$ cat src/rtl/tcw_pkg.sv
`default_nettype none
// ============================================================================
// tcw_pkg
// Shared types, codes and helpers for the text console writer.
// ============================================================================
package tcw_pkg;

  localparam int unsigned CELL_IDX_W = 11;
  localparam int unsigned BYTE_W     = 8;

  localparam logic [1:0] CMD_PUT  = 2'd0;
  localparam logic [1:0] CMD_POST = 2'd1;
  localparam logic [1:0] CMD_LOAD = 2'd2;
  localparam logic [1:0] CMD_READ = 2'd3;

  localparam logic [7:0] CH_BS    = 8'd8;
  localparam logic [7:0] CH_TAB   = 8'd9;
  localparam logic [7:0] CH_NL    = 8'd10;
  localparam logic [7:0] CH_SPACE = 8'h20;

  localparam logic [7:0] ATTR_RESET = 8'h07;
  localparam logic [3:0] TAB_STOP   = 4'd8;

  localparam logic [7:0] HEX_DIGIT_BASE = 8'h30;  // '0'
  localparam logic [7:0] HEX_ALPHA_BASE = 8'h37;  // 'A' - 10

  // screen store write source
  typedef enum logic [3:0] {
    W_NONE,
    W_ZERO,
    W_COPY,
    W_BLANK,
    W_CHAR,
    W_SPACE,
    W_ATTR,
    W_POST_HI,
    W_POST_LO
  } wsel_e;

  // screen store read address source
  typedef enum logic [1:0] {
    R_PTR,
    R_CURSOR,
    R_INDEX
  } rsel_e;

  typedef enum logic [2:0] {
    C_HOLD,
    C_INC,
    C_DEC,
    C_SUB_COLS,
    C_LOAD_BASE,
    C_LOAD_IDX
  } cur_op_e;

  typedef enum logic [2:0] {
    P_HOLD,
    P_INC,
    P_COPY_START,
    P_BLANK_START
  } ptr_op_e;

  typedef struct packed {
    wsel_e   wsel;
    rsel_e   rsel;
    cur_op_e cur_op;
    ptr_op_e ptr_op;
    logic    item_ld;
    logic    base_init;
    logic    base_inc;
    logic    cnt_dec;
    logic    scr_set;
    logic    out_ld;
  } tcw_cmd_t;

  typedef struct packed {
    logic [1:0] cmd;
    logic       is_nl;
    logic       is_tab;
    logic       is_bs;
    logic       cursor_zero;
    logic       at_limit;
    logic       base_past;
    logic       tab_last;
    logic       clear_last;
    logic       copy_last;
    logic       blank_last;
  } tcw_stat_t;

  function automatic logic [7:0] hex_char(input logic [3:0] nib);
    logic [7:0] n;
    n = {4'h0, nib};
    return (nib < 4'd10) ? (HEX_DIGIT_BASE + n) : (HEX_ALPHA_BASE + n);
  endfunction

endpackage
`default_nettype wire

$ cat src/rtl/tcw_ctrl.sv
`default_nettype none
// ============================================================================
// tcw_ctrl
// Sequencer for clear pass, puts, scrolls, post codes, loads and reads.
// ============================================================================
module tcw_ctrl
  import tcw_pkg::*;
(
  input  wire logic      clk_i,
  input  wire logic      rst_ni,
  input  wire logic      start_i,
  output logic           busy_o,
  input  wire tcw_stat_t stat_i,
  output tcw_cmd_t       ctl_o
);

  localparam logic [3:0] ST_CLEAR   = 4'd0;
  localparam logic [3:0] ST_IDLE    = 4'd1;
  localparam logic [3:0] ST_START   = 4'd2;
  localparam logic [3:0] ST_PUT_WR  = 4'd3;
  localparam logic [3:0] ST_CHECK   = 4'd4;
  localparam logic [3:0] ST_COPY    = 4'd5;
  localparam logic [3:0] ST_BLANK   = 4'd6;
  localparam logic [3:0] ST_ATTR_RD = 4'd7;
  localparam logic [3:0] ST_ATTR_WR = 4'd8;
  localparam logic [3:0] ST_NL_SCAN = 4'd9;
  localparam logic [3:0] ST_POST_LO = 4'd10;
  localparam logic [3:0] ST_DONE    = 4'd11;

  logic [3:0] state_q, state_d;
  logic       second_q, second_d;

  always_comb begin
    state_d  = state_q;
    second_d = second_q;
    ctl_o    = '{wsel: W_NONE, rsel: R_PTR, cur_op: C_HOLD, ptr_op: P_HOLD,
                 default: 1'b0};
    case (state_q)
      ST_CLEAR: begin
        ctl_o.wsel   = W_ZERO;
        ctl_o.ptr_op = P_INC;
        if (stat_i.clear_last) begin
          state_d = ST_IDLE;
        end
      end
      ST_IDLE: begin
        if (start_i) begin
          ctl_o.item_ld = 1'b1;
          second_d      = 1'b0;
          state_d       = ST_START;
        end
      end
      ST_START: begin
        ctl_o.rsel = R_INDEX;
        case (stat_i.cmd)
          CMD_PUT: begin
            if (stat_i.is_nl) begin
              ctl_o.base_init = 1'b1;
              state_d         = ST_NL_SCAN;
            end else begin
              if (stat_i.is_bs && !stat_i.cursor_zero) begin
                ctl_o.cur_op = C_DEC;
              end
              state_d = ST_PUT_WR;
            end
          end
          CMD_POST: begin
            ctl_o.wsel = W_POST_HI;
            state_d    = ST_POST_LO;
          end
          CMD_LOAD: begin
            ctl_o.cur_op = C_LOAD_IDX;
            state_d      = ST_DONE;
          end
          default: begin
            state_d = ST_DONE;
          end
        endcase
      end
      ST_PUT_WR: begin
        ctl_o.wsel   = (stat_i.is_tab || stat_i.is_bs) ? W_SPACE : W_CHAR;
        ctl_o.cur_op = C_INC;
        state_d      = ST_CHECK;
      end
      ST_CHECK: begin
        ctl_o.rsel = R_CURSOR;
        if (stat_i.at_limit) begin
          ctl_o.ptr_op = P_COPY_START;
          state_d      = ST_COPY;
        end else begin
          state_d = ST_ATTR_WR;
        end
      end
      ST_COPY: begin
        ctl_o.wsel   = W_COPY;
        ctl_o.rsel   = R_PTR;
        ctl_o.ptr_op = P_INC;
        if (stat_i.copy_last) begin
          ctl_o.ptr_op = P_BLANK_START;
          state_d      = ST_BLANK;
        end
      end
      ST_BLANK: begin
        ctl_o.wsel   = W_BLANK;
        ctl_o.ptr_op = P_INC;
        if (stat_i.blank_last) begin
          ctl_o.cur_op  = C_SUB_COLS;
          ctl_o.scr_set = 1'b1;
          state_d       = ST_ATTR_RD;
        end
      end
      ST_ATTR_RD: begin
        ctl_o.rsel = R_CURSOR;
        state_d    = ST_ATTR_WR;
      end
      ST_ATTR_WR: begin
        ctl_o.wsel = W_ATTR;
        if (stat_i.is_tab) begin
          if (stat_i.tab_last) begin
            state_d = ST_DONE;
          end else begin
            ctl_o.cnt_dec = 1'b1;
            state_d       = ST_PUT_WR;
          end
        end else if (stat_i.is_bs && !second_q) begin
          ctl_o.cur_op = C_DEC;
          second_d     = 1'b1;
          state_d      = ST_CHECK;
        end else begin
          state_d = ST_DONE;
        end
      end
      ST_NL_SCAN: begin
        if (stat_i.base_past) begin
          ctl_o.cur_op = C_LOAD_BASE;
          state_d      = ST_CHECK;
        end else begin
          ctl_o.base_inc = 1'b1;
        end
      end
      ST_POST_LO: begin
        ctl_o.wsel = W_POST_LO;
        state_d    = ST_DONE;
      end
      ST_DONE: begin
        ctl_o.out_ld = 1'b1;
        state_d      = ST_IDLE;
      end
      default: begin
        state_d = ST_IDLE;
      end
    endcase
  end

  always_ff @(posedge clk_i or negedge rst_ni) begin
    if (!rst_ni) begin
      state_q  <= ST_CLEAR;
      second_q <= 1'b0;
    end else begin
      state_q  <= state_d;
      second_q <= second_d;
    end
  end

  assign busy_o = state_q != ST_IDLE;

endmodule
`default_nettype wire
$ cat config.mk
export PLATFORM = sky130hd
export DESIGN_NAME = tcw_ctrl
export DESIGN_NICKNAME = d
export VERILOG_FILES = /design/src/rtl/tcw_pkg.sv /design/src/rtl/tcw_ctrl.sv
export SDC_FILE = /design/constraint.sdc
export NUM_CORES = 1
export LEC_CHECK = 0
export ABC_CLOCK_PERIOD_IN_PS = 2620
export BUFFER_PORTS_ARGS = -buffer_cell sky130_fd_sc_hd__buf_2
export CORE_UTILIZATION = 46
export CTS_CLUSTER_DIAMETER = 100
export CTS_CLUSTER_SIZE = 28
export DETAILED_ROUTE_END_ITERATION = 16
export HOLD_SLACK_MARGIN = 0.02
export PLACE_DENSITY = 0.75
export SYNTH_ARGS = -nofsm -noshare
export SYNTH_HDL_FRONTEND = slang
export SYNTH_SLANG_ARGS = --single-unit
$ cat constraint.sdc
create_clock -name clk_i -period 2.62 [get_ports clk_i]
set_input_delay 0.131 -clock clk_i [delete_from_list [all_inputs] [get_ports clk_i]]
set_output_delay 0.131 -clock clk_i [all_outputs]
set_load 0.01 [all_outputs]
Word-level counts from Yosys, hierarchy flattened --
Cells that the tools add are included.
Word-level totals: memories kept 0, latch bits 0, ROM bits 0, bits in writable memories 0, register bits 5, input bits 15
Cells by class: add/subtract/negate cells 0, div/mod/pow operators 0, $lt $le $gt $ge 0, multiply operators 0, eq/ne operators 21, reduce and logical (&&, ||, !) cells 12, muxes and demuxes 44, shift-type cells 0, bitwise gates (word level) 0
Operators by type and width (number):
- 4-bit case mux with 11 select lines | 1
- 4-bit 2-to-1 mux | 10
- 4-bit case mux with 7 select lines | 1
- 1-bit 2-to-1 mux | 17
- 4-bit by 3-bit equality test with 1-bit output (second input constant) | 4
- 4-bit equality test (second input constant) | 4
- 3-bit case mux with 5 select lines | 1
- 2-bit 2-to-1 mux | 7
- 2-bit inequality test (second input constant) | 7
- 4-bit by 2-bit equality test with 1-bit output (second input constant) | 2
- 4-bit case mux with 2 select lines | 1
- 3-bit 2-to-1 mux | 2
- 2-bit case mux with 3 select lines | 1
- 3-bit case mux with 2 select lines | 1
- 5-bit AND reduction | 1
- 4-bit by 1-bit equality test with 1-bit output (second input constant) | 1
- 4-bit zero test | 1
- 4-bit by 1-bit inequality test with 1-bit output (second input constant) | 1
- 2-bit case mux with 2 select lines | 1
- 4-bit AND reduction | 1
- 2-bit OR reduction | 2
- 2-bit by 1-bit equality test with 1-bit output (second input constant) | 1
- 2-bit equality test (second input constant) | 1
- 1-bit logical AND | 2
- 5 further kinds | 6

Logic depth before layout (Yosys ltp) --
Gate-level depths: netlist (run 1).
depth in word-level cells 6, depth in mapped cells 7, depth with buffers taken out 4

Least setup slack after synthesis (run 1) --
Ideal clock, no wire load.
kind register to output, from register state_q[3], to output ctl_o[10] in the netlist's numbering, arrival 1.257 ns, setup slack 1.232 ns, stages on the path, launching flop included 6, buffers on the path 2, required time 2.489 ns, cell sequence dfrtp_1 > buf_4 > clkbuf_1 > nor3_2 > nand4_1 > nand3b_1
RTL lines:
- start, declared | RTL line tcw_ctrl.sv:30 | logic [3:0] state_q, state_d;
- start signal, assigned | RTL line tcw_ctrl.sv:160 | state_q <= state_d;
- end, declared | RTL line tcw_ctrl.sv:14 | output tcw_cmd_t ctl_o

==> key figures, run 1 <==
Pwr
  • Switching part of the total power: 0.536
  • Combinational Power Share: 0.637
  • Pwr Density: 1090 nW/um^2
  • Share of total power in the clock network: 0.091
  • Cell leakage power: 0.476 nW
  • Internal power contribution: 0.000488 W
  • Net Sw Power: 0.000564 W
  • Sequential group share of total power: 0.272
  • VDD IR max: 0.878 mV

Detailed routing
  • Vias: 928
  • Remaining design rule violation count: 0
  • WL/cell: 14.3 um
  • Number of DRC markers in iteration 0: 56
  • Iteration count of the initial detailed-routing pass: 5
  • Number of nets with antenna violations after detailed routing: 0
  • Aggregate routed wire length: 2.27 mm
  • DR vias/cell: 5.84

STA
  • Worst slew margin: 0.428
  • Final setup violation count: 0
  • Setup repair after global routing missed its margin: no
  • Time the final worst path needs with I/O delays and setup: 2260 ps
  • Setup Total Neg Slack: 0 ps
  • Measured slew at the worst slew-check pin: 858 ps
  • Final Hold Viols: 0
  • Post-route fraction of the period consumed by the critical path: 0.864
  • Smallest hold slack: 103 ps
  • Maximum clock skew at final layout: 16.7 ps
  • Max-slew violations: 0
  • Upper clock frequency limit: 442 MHz

Run status
  • Status: complete, no violations

Clock network
  • Number of buffers created by CTS: 3
  • TritonCTS clock tree: yes
  • Number of sinks on the clock net: 5
  • Root buffer cell: sky130_fd_sc_hd__clkbuf_4
  • Maximum count of clock buffers along a single path: 2
  • H-tree Lvls: 1
  • Latest clock arrival within the worst-skew pair: 260 ps
  • Clock Pin Slew Worst Setup and Hold Paths: 60 ps

Worst setup path
  • Data required time of the worst path: 2490 ps
  • Launching element type of the critical path: flop
  • Worst Path Arrival: 2130 ps
  • Slowest-stage cell, CP: sky130_fd_sc_hd__dfrtp_1
  • Worst R2R Setup Slack: 700 ps
  • Critical-path maximum fanout: 21
  • Crit Path Category: flop to primary output
  • Slowest stage delay, CP: 770 ps
  • Cell breakdown of the critical path: inv_1 -> nor2_1 -> a31oi_1 -> nor2_1 -> buf_2
  • Category of the worst setup path capture point: primary output
  • Critical Path Most Common Cell: sky130_fd_sc_hd__nor2_1

Synth
  • Async SR Flop Fraction: 1.00
  • Post-synth EDFFs: 0
  • Post-synthesis instance area: 828 um^2
  • Synthesized Nets: 124
  • Number of warnings issued by yosys: 0
  • Register area share after synthesis: 0.151
  • Flip-flop and latch count after synthesis: 5
  • Cells after synthesis: 109
  • Post-synthesis average cell area: 7.60 um^2
  • Count of unique library cells instantiated by Yosys: 47
  • Most used flip-flop cell after synthesis: sky130_fd_sc_hd__dfrtp_1

Global route
  • Maximum number of pins on one net before global-route repair: 27
  • Gr ovfl total: 0
  • Via count of the first global-routing pass: 790
  • Global-route wire length before repair: 3.64 mm
  • Initial antenna violation count: 0
  • Global Route Usage Sum: 0.249

Die
  • Height of the chip: 44.4 um
  • Chip width: 44.4 um
  • Core area: 1590 um^2
  • Row count: 14
  • Top-level I/O count: 34
  • Effective utilization at floorplan: 0.520
  • Die area: 1970 um^2

Min path
  • Type of the worst min-delay path: input port to flop

Final layout
  • Net count of the finished layout: 151
  • Filler cell count: 148
  • Design Area, Final: 970 um^2
  • Number of diodes: 0
  • Share of post-route cells with drive strength above 1: 0.326
  • Layout area overhead: 17.1%

Placement
  • DPL Wire Length: 1.65 mm
  • Placed instance area: 933 um^2
  • Port Buf Inserts: 32
  • Routability cong.: 0.900

Run
  • Max capacitance violation total: 0
stage by stage:
stage          instances  setup slack [ps]  total power [W]   util
2_1_floorplan        109              1230         0.000828      -
5_1_grt              159               211          0.00114  0.608
3_5_place_dp         154               707         0.000942  0.586
4_1_cts              159               410          0.00104  0.608
6_report             159               355          0.00105  0.608
3_3_place_gp         154               705         0.000926  0.586
placed cells by master, fill, tap and decap left out, drive strengths merged, types with 2 or more instances in the layout:
cell type | Yosys | layout
nor3b | 5 | 5
nand2b | 6 | 6
nor4b | 2 | 2
o21ai | 6 | 6
clkbuf | 1 | 4
nor4 | 2 | 2
mux2i | 3 | 3
a21oi | 5 | 5
a22o | 2 | 2
o32ai | 2 | 2
buf | 10 | 32
nand2 | 9 | 9
inv | 3 | 3
dfrtp | 5 | 5
nor2 | 17 | 17
nor3 | 3 | 3
and3 | 4 | 4
nor2b | 4 | 4
state kept, by name (all words and copies together), names as in the netlist:
name / cells
state_q: 4
second_q: 1
synth_stat cells (2+ instances only):
| cell | number | area (um^2) |
|---|---|---|
| sky130_fd_sc_hd__mux2i_1 | 3 | 30.0 |
| sky130_fd_sc_hd__nor3_2 | 2 | 20.0 |
| sky130_fd_sc_hd__nor3b_1 | 4 | 30.0 |
| sky130_fd_sc_hd__nor2_1 | 17 | 63.8 |
| sky130_fd_sc_hd__inv_1 | 3 | 11.3 |
| sky130_fd_sc_hd__a21oi_1 | 5 | 25.0 |
| sky130_fd_sc_hd__a22o_1 | 2 | 17.5 |
| sky130_fd_sc_hd__buf_4 | 5 | 37.5 |
| sky130_fd_sc_hd__o21ai_1 | 2 | 10.0 |
| sky130_fd_sc_hd__dfrtp_1 | 5 | 125 |
| sky130_fd_sc_hd__nand2_1 | 9 | 33.8 |
| sky130_fd_sc_hd__nor4_1 | 2 | 12.5 |
| sky130_fd_sc_hd__o21ai_0 | 3 | 15.0 |
| sky130_fd_sc_hd__buf_2 | 2 | 10.0 |
| sky130_fd_sc_hd__nor2b_1 | 4 | 25.0 |
| sky130_fd_sc_hd__nand2b_1 | 5 | 31.3 |
| sky130_fd_sc_hd__and3_1 | 4 | 25.0 |
| sky130_fd_sc_hd__buf_6 | 3 | 33.8 |
power groups by stage:
| stage | clock, W | sequential, W | combinational, W |
|---|---|---|---|
| after floorplan | 0 | 0.000130 | 0.000699 |
| after global placement | 0 | 0.000275 | 0.000652 |
| after detailed placement | 0 | 0.000282 | 0.000660 |
| after CTS | 0.0000971 | 0.000281 | 0.000667 |
| after global routing | 0.0000993 | 0.000298 | 0.000738 |
| final | 0.0000958 | 0.000286 | 0.000670 |
cell type report:
type                       count  area [um^2]  area share
sequential                     5          125       0.129
timing repair buffer          33          170       0.175
tap                           24         30.0      0.0310
clock buffer                   4         26.3      0.0271
multi-input combinational     90          607       0.626
inverter                       3         11.3      0.0116
worst paths after layout:
| kind | from | end | depth (start not counted) |
|---|---|---|---|
| max reg2reg | state_q[0] | second_q | 4 |
| max in group asynchronous | rst_ni | second_q | 2 |
| min | stat_i[0] | state_q[1] | 2 |
| max | state_q[0] | ctl_o[11] | 5 |
| min in group asynchronous | rst_ni | state_q[1] | 2 |
| min reg2reg | second_q | second_q | 2 |
logic make-up after synthesis:
| family | after synthesis | synth area share |
|---|---|---|
| AO/OA/AOI/OAI | 28 | 0.276 |
| flip-flops | 5 | 0.151 |
| buffers and inverters | 14 | 0.116 |
| AND/OR/NAND/NOR | 56 | 0.391 |
| multiplexers | 4 | 0.0498 |
| other | 1 | 0.00453 |
| XOR/XNOR | 1 | 0.0106 |
critical path, delay by kind of cell (launching register included):
family	cells	cell delay, ps
buffers and inverters	2	450
and+or+nand+nor	2	510
AOI/OAI and AO/OA	1	140
DFF	1	770
layer usage:
layer	wire length [um]	vias to the layer above	GRT usage
li1	-	449	-
met2	1030	57	0.365
met3	223	4	0.0694
met1	986	418	0.356
met4	29	0	0.0667
met5	0	-	0
what timing repair did:
| action | 4_1_cts | 5_1_grt |
|---|---|---|
| gates resized for setup | 0 | 0 |
| hold endpoints to repair | 5 | 0 |
| setup buffers | 0 | 0 |
| hold buffers | 1 | 0 |
(Power assumes the default switching activity.)
==> run 2, diff against run 1 <==
- ABC_CLOCK_PERIOD_IN_PS: 2620 -> 2400
- clock period: 2.62 -> 2.4 ns (I/O delays scaled with it)
==> key figures, run 2 (synthesis gave the netlist of run 1 again) <==
Final layout
  • Design Area, Final: 992 um^2
  • Max FFs per register: 4
  • Registers with the most flip-flops: state_q (4), second_q (1)
  • Register with the most flip-flops: state_q
  • Number of diodes: 0
  • Non-filler cells in the finished layout: 162
  • Net count of the finished layout: 154
  • Layout area overhead: 19.8%
  • Filler cell count: 151
  • Leading cell types in the layout, fill and taps excluded: 32 x sky130_fd_sc_hd__buf_2, 17 x sky130_fd_sc_hd__nor2_1, 9 x sky130_fd_sc_hd__nand2_1
  • Share of post-route cells with drive strength above 1: 0.341
  • Most common cell after layout, fill and taps aside: sky130_fd_sc_hd__buf_2

Detailed routing
  • Aggregate routed wire length: 2.15 mm
  • Number of nets with antenna violations after detailed routing: 0
  • Vias: 921
  • Iteration count of the initial detailed-routing pass: 4
  • Number of DRC markers in iteration 0: 47
  • DR vias/cell: 5.69
  • WL/cell: 13.3 um
  • Remaining design rule violation count: 0

Die
  • Die area: 1970 um^2
  • Row count: 14
  • Top-level I/O count: 34
  • Height of the chip: 44.4 um
  • Core area: 1590 um^2
  • Effective utilization at floorplan: 0.520
  • Chip width: 44.4 um

STA
  • Maximum clock skew at final layout: 1.05 ps
  • Measured slew at the worst slew-check pin: 833 ps
  • Worst slew margin: 0.444
  • Post-route fraction of the period consumed by the critical path: 0.844
  • Upper clock frequency limit: 494 MHz
  • Setup repair after global routing missed its margin: no
  • Final Hold Viols: 0
  • Final WS setup: 375 ps
  • Time the final worst path needs with I/O delays and setup: 2030 ps
  • Setup Total Neg Slack: 0 ps
  • Final setup violation count: 0
  • Max-slew violations: 0

Clock network
  • Post-cts gate resize count: 0
  • Latest clock arrival within the worst-skew pair: 240 ps
  • TritonCTS clock tree: yes
  • Clock Pin Slew Worst Setup and Hold Paths: 40 ps
  • H-tree Lvls: 1
  • Maximum count of clock buffers along a single path: 2
  • Total of hold buffers inserted after clock tree synthesis: 1
  • Root buffer cell: sky130_fd_sc_hd__clkbuf_4
  • Number of buffers created by CTS: 3
  • Post-CTS setup repair buffer count: 0
  • Number of sinks on the clock net: 5

Global route
  • Initial antenna violation count: 0
  • Global Route Usage Sum: 0.236
  • Gr ovfl total: 0
  • Maximum number of pins on one net before global-route repair: 27
  • Via count of the first global-routing pass: 783
  • Global-route wire length before repair: 3.50 mm

Worst setup path
  • Launching element type of the critical path: flop
  • Data required time of the worst path: 2280 ps
  • Worst Path Arrival: 1910 ps
  • Critical-path maximum fanout: 26
  • R2R Path End: state_q[2]
  • Category of the worst setup path capture point: primary output
  • Crit Path Category: flop to primary output
  • Number of cells on the worst reg-to-reg path: 3
  • Worst R2R Setup Slack: 620 ps
  • Launch instance of the worst register-to-register path: state_q[1]

Min path
  • Worst hold path endpoint: state_q[1]
  • Hold path cells: 2
  • Type of the worst min-delay path: input port to flop
  • Startpoint of the most critical hold path: stat_i[0]

Pwr
  • Cell leakage power: 0.491 nW
  • Pwr Density: 1180 nW/um^2
  • VDD IR max: 0.844 mV

Placement
  • Routability cong.: 0.865
  • Placed instance area: 956 um^2
  • Placement-stage worst setup slack: 651 ps
  • Port Buf Inserts: 32
  • Cell total after placement: 157
  • DPL Wire Length: 1.60 mm

Run status
  • Status: complete, no violations

Run
  • Max capacitance violation total: 0
## run 2: worst max-delay path: stages, from the launching register on
cell and delay [ps]:
sky130_fd_sc_hd__dfrtp_1 880, sky130_fd_sc_hd__nor2_1 220, sky130_fd_sc_hd__nor2_1 150, sky130_fd_sc_hd__a2bb2oi_1 200, sky130_fd_sc_hd__nor2_1 60, sky130_fd_sc_hd__buf_2 150
## run 2: per-layer routing
| metal | up-vias | share of wire | global-route usage |
|---|---|---|---|
| met5 | - | 0 | 0 |
| met2 | 49 | 0.47 | 0.359 |
| met3 | 0 | 0.081 | 0.0694 |
| met4 | 0 | 0 | 0.0424 |
| met1 | 419 | 0.45 | 0.334 |
| li1 | 453 | - | - |
## run 2: area by class of cell
cell class	instances	area [um^2]	area share
inverters	3	11.3	0.0113
flip-flops and latches	5	125	0.126
multi-input cells	90	607	0.612
clock buffers	4	26.3	0.0265
repair buffers	36	193	0.194
well taps	24	30.0	0.0303
## run 2: metrics by stage
step / utilization / hold slack [ps] / power, W
floorplan: - / -176 / 0.000904
CTS: 0.622 / 110 / 0.00116
global placement: 0.600 / -65.2 / 0.00105
finish: 0.622 / 119 / 0.00117
detailed placement: 0.600 / -62.3 / 0.00106
global route: 0.622 / 115 / 0.00126
## run 2: how the worst max path moves through the flow
| stage | end | startpoint | slack (ps) |
|---|---|---|---|
| after floorplan | ctl_o[10] | state_q[3] | 1020 |
| after global placement | state_q[2] | state_q[1] | 660 |
| after CTS | ctl_o[10] | state_q[1] | 400 |
| after detailed placement | state_q[0] | state_q[1] | 650 |
| final | ctl_o[14] | state_q[1] | 370 |
| after global routing | ctl_o[10] | state_q[1] | 230 |
## run 2: report_power, final
group | switching (W) | internal [W]
logic | 0.000469 | 0.000376
clock network | 0.0000340 | 0.0000628
registers | 0.000104 | 0.000122
==> run 3, diff against run 2 <==
- ABC_CLOCK_PERIOD_IN_PS: 2400 -> 1900
- clock period: 2.4 -> 1.9 ns (I/O delays scaled with it)
==> key figures, run 3 (synthesis gave the netlist of run 1 again) <==
Pwr
  • Pwr Density: 1510 nW/um^2
  • VDD IR max: 0.869 mV
  • Total power after layout: 0.00155 W
  • Cell leakage power: 0.510 nW

Detailed routing
  • Topmost layer with routed signal wires: met4
  • Number of DRC markers in iteration 0: 32
  • Routed met3 length: 153 um
  • Iteration count of the initial detailed-routing pass: 4
  • Vias: 930
  • Wire length on met2: 1.01 mm
  • DR vias/cell: 5.60
  • Number of nets with antenna violations after detailed routing: 0
  • Aggregate routed wire length: 2.28 mm
  • DRT met1 WL: 1.06 mm
  • Remaining design rule violation count: 0
  • WL/cell: 13.7 um

Global route
  • Initial antenna violation count: 0
  • Global Route Usage Sum: 0.254
  • Via count of the first global-routing pass: 849
  • Maximum number of pins on one net before global-route repair: 21
  • Gr ovfl total: 0
  • Global-route wire length before repair: 3.69 mm

Min path
  • Type of the worst min-delay path: input port to flop

Final layout
  • Net count of the finished layout: 158
  • Registers with the most flip-flops: state_q (4), second_q (1)
  • End-of-flow core utilization: 0.642
  • Layout area overhead: 23.6%
  • Number of diodes: 0
  • Filler cell count: 140
  • Max FFs per register: 4
  • Register with the most flip-flops: state_q
  • Most common cell after layout, fill and taps aside: sky130_fd_sc_hd__buf_2
  • Design Area, Final: 1020 um^2
  • Leading cell types in the layout, fill and taps excluded: 32 x sky130_fd_sc_hd__buf_2, 17 x sky130_fd_sc_hd__nor2_1, 9 x sky130_fd_sc_hd__nand2_1, 7 x sky130_fd_sc_hd__buf_4
  • Share of post-route cells with drive strength above 1: 0.366

Die
  • Core area: 1590 um^2
  • Chip width: 44.4 um
  • Die area: 1970 um^2
  • Top-level I/O count: 34
  • Height of the chip: 44.4 um
  • Row count: 14
  • Effective utilization at floorplan: 0.520

STA
  • Final WS setup: 109 ps
  • Setup Total Neg Slack: 0 ps
  • Setup repair after global routing missed its margin: no
  • Post-route fraction of the period consumed by the critical path: 0.942
  • Final Hold Viols: 0
  • Time the final worst path needs with I/O delays and setup: 1790 ps
  • Max-slew violations: 0
  • Upper clock frequency limit: 558 MHz
  • Final setup violation count: 0
  • Maximum clock skew at final layout: 6.03 ps

Worst setup path
  • Launching element type of the critical path: flop
  • Delay-heaviest family, CP: simple AND/OR/NAND/NOR gates
  • Slowest-stage cell, CP: sky130_fd_sc_hd__dfrtp_1
  • Cell breakdown of the critical path: buf_4 -> nor2b_1 -> and3_1 -> nand3b_1 -> buf_2
  • Crit Path Category: flop to primary output
  • Bufs and invs on worst path: 2
  • Worst Path Arrival: 1700 ps
  • Category of the worst setup path capture point: primary output
  • Data required time of the worst path: 1800 ps
  • Worst R2R Setup Slack: 330 ps
  • Slowest stage delay, CP: 470 ps
  • Critical-path maximum fanout: 13

Placement
  • Port Buf Inserts: 32
  • Placed instance area: 986 um^2
  • DPL Wire Length: 1.72 mm
  • Placement-stage worst setup slack: 216 ps
  • Routability cong.: 0.886

Clock network
  • H-tree Lvls: 1
  • Post-CTS setup repair buffer count: 0
  • Number of sinks on the clock net: 5
  • Maximum count of clock buffers along a single path: 2
  • Number of buffers created by CTS: 3
  • Clock Pin Slew Worst Setup and Hold Paths: 50 ps
  • TritonCTS clock tree: yes
  • Latest clock arrival within the worst-skew pair: 260 ps
  • Root buffer cell: sky130_fd_sc_hd__clkbuf_4

Run status
  • Status: complete, no violations

Run
  • Max capacitance violation total: 0
==> run 3: cell count changes in the layout (fill, tap and decap cells not counted), sizes merged <==
cell	change
buf	+4
==> run 3: path summary, 6_finish.rpt <==
check	from	end	cells past startpoint
hold / removal	stat_i[0]	state_q[1]	2
hold reg to reg	second_q	second_q	2
max in group asynchronous	rst_ni	state_q[1]	2
setup reg to reg	state_q[1]	state_q[0]	4
setup / recovery	state_q[0]	ctl_o[10]	5
min in group asynchronous	rst_ni	state_q[0]	2
==> run 3: repair_timing <==
action,in CTS,in global routing
gates resized for setup,1,0
setup endpoints to repair,2,0
hold buffers,1,0
endpoints found under the hold margin,5,0
==> run 3: where the power goes <==
| part | switching (W) | internal, W | total, W |
|---|---|---|---|
| Clock | 0.0000541 | 0.0000800 | 0.000134 |
| Sequential | 0.000123 | 0.000157 | 0.000280 |
| Combinational | 0.000615 | 0.000518 | 0.00113 |
==> run 3: layer usage <==
metal	track usage	vias to the layer above
met3	0.0531	10
met1	0.337	416
met5	0	-
met2	0.385	41
li1	-	463
met4	0.133	0
==> run 3: metrics by stage <==
| stage | hold slack [ps] | cells |
|---|---|---|
| 6_report | 72.5 | 166 |
| 3_5_place_dp | -86.2 | 161 |
| 5_1_grt | 86.6 | 166 |
| 3_3_place_gp | -85.5 | 161 |
| 4_1_cts | 72.3 | 166 |
| 2_1_floorplan | -201 | 109 |
==> run 3: final cells by class <==
type                            count  area (um^2)  share of cell area
Clock buffer                        4         26.3              0.0257
Timing Repair Buffer               40          223               0.218
Sequential cell                     5          126               0.123
Multi-Input combinational cell     90          607               0.593
Inverter                            3         11.3              0.0110
Tap cell                           24         30.0              0.0293
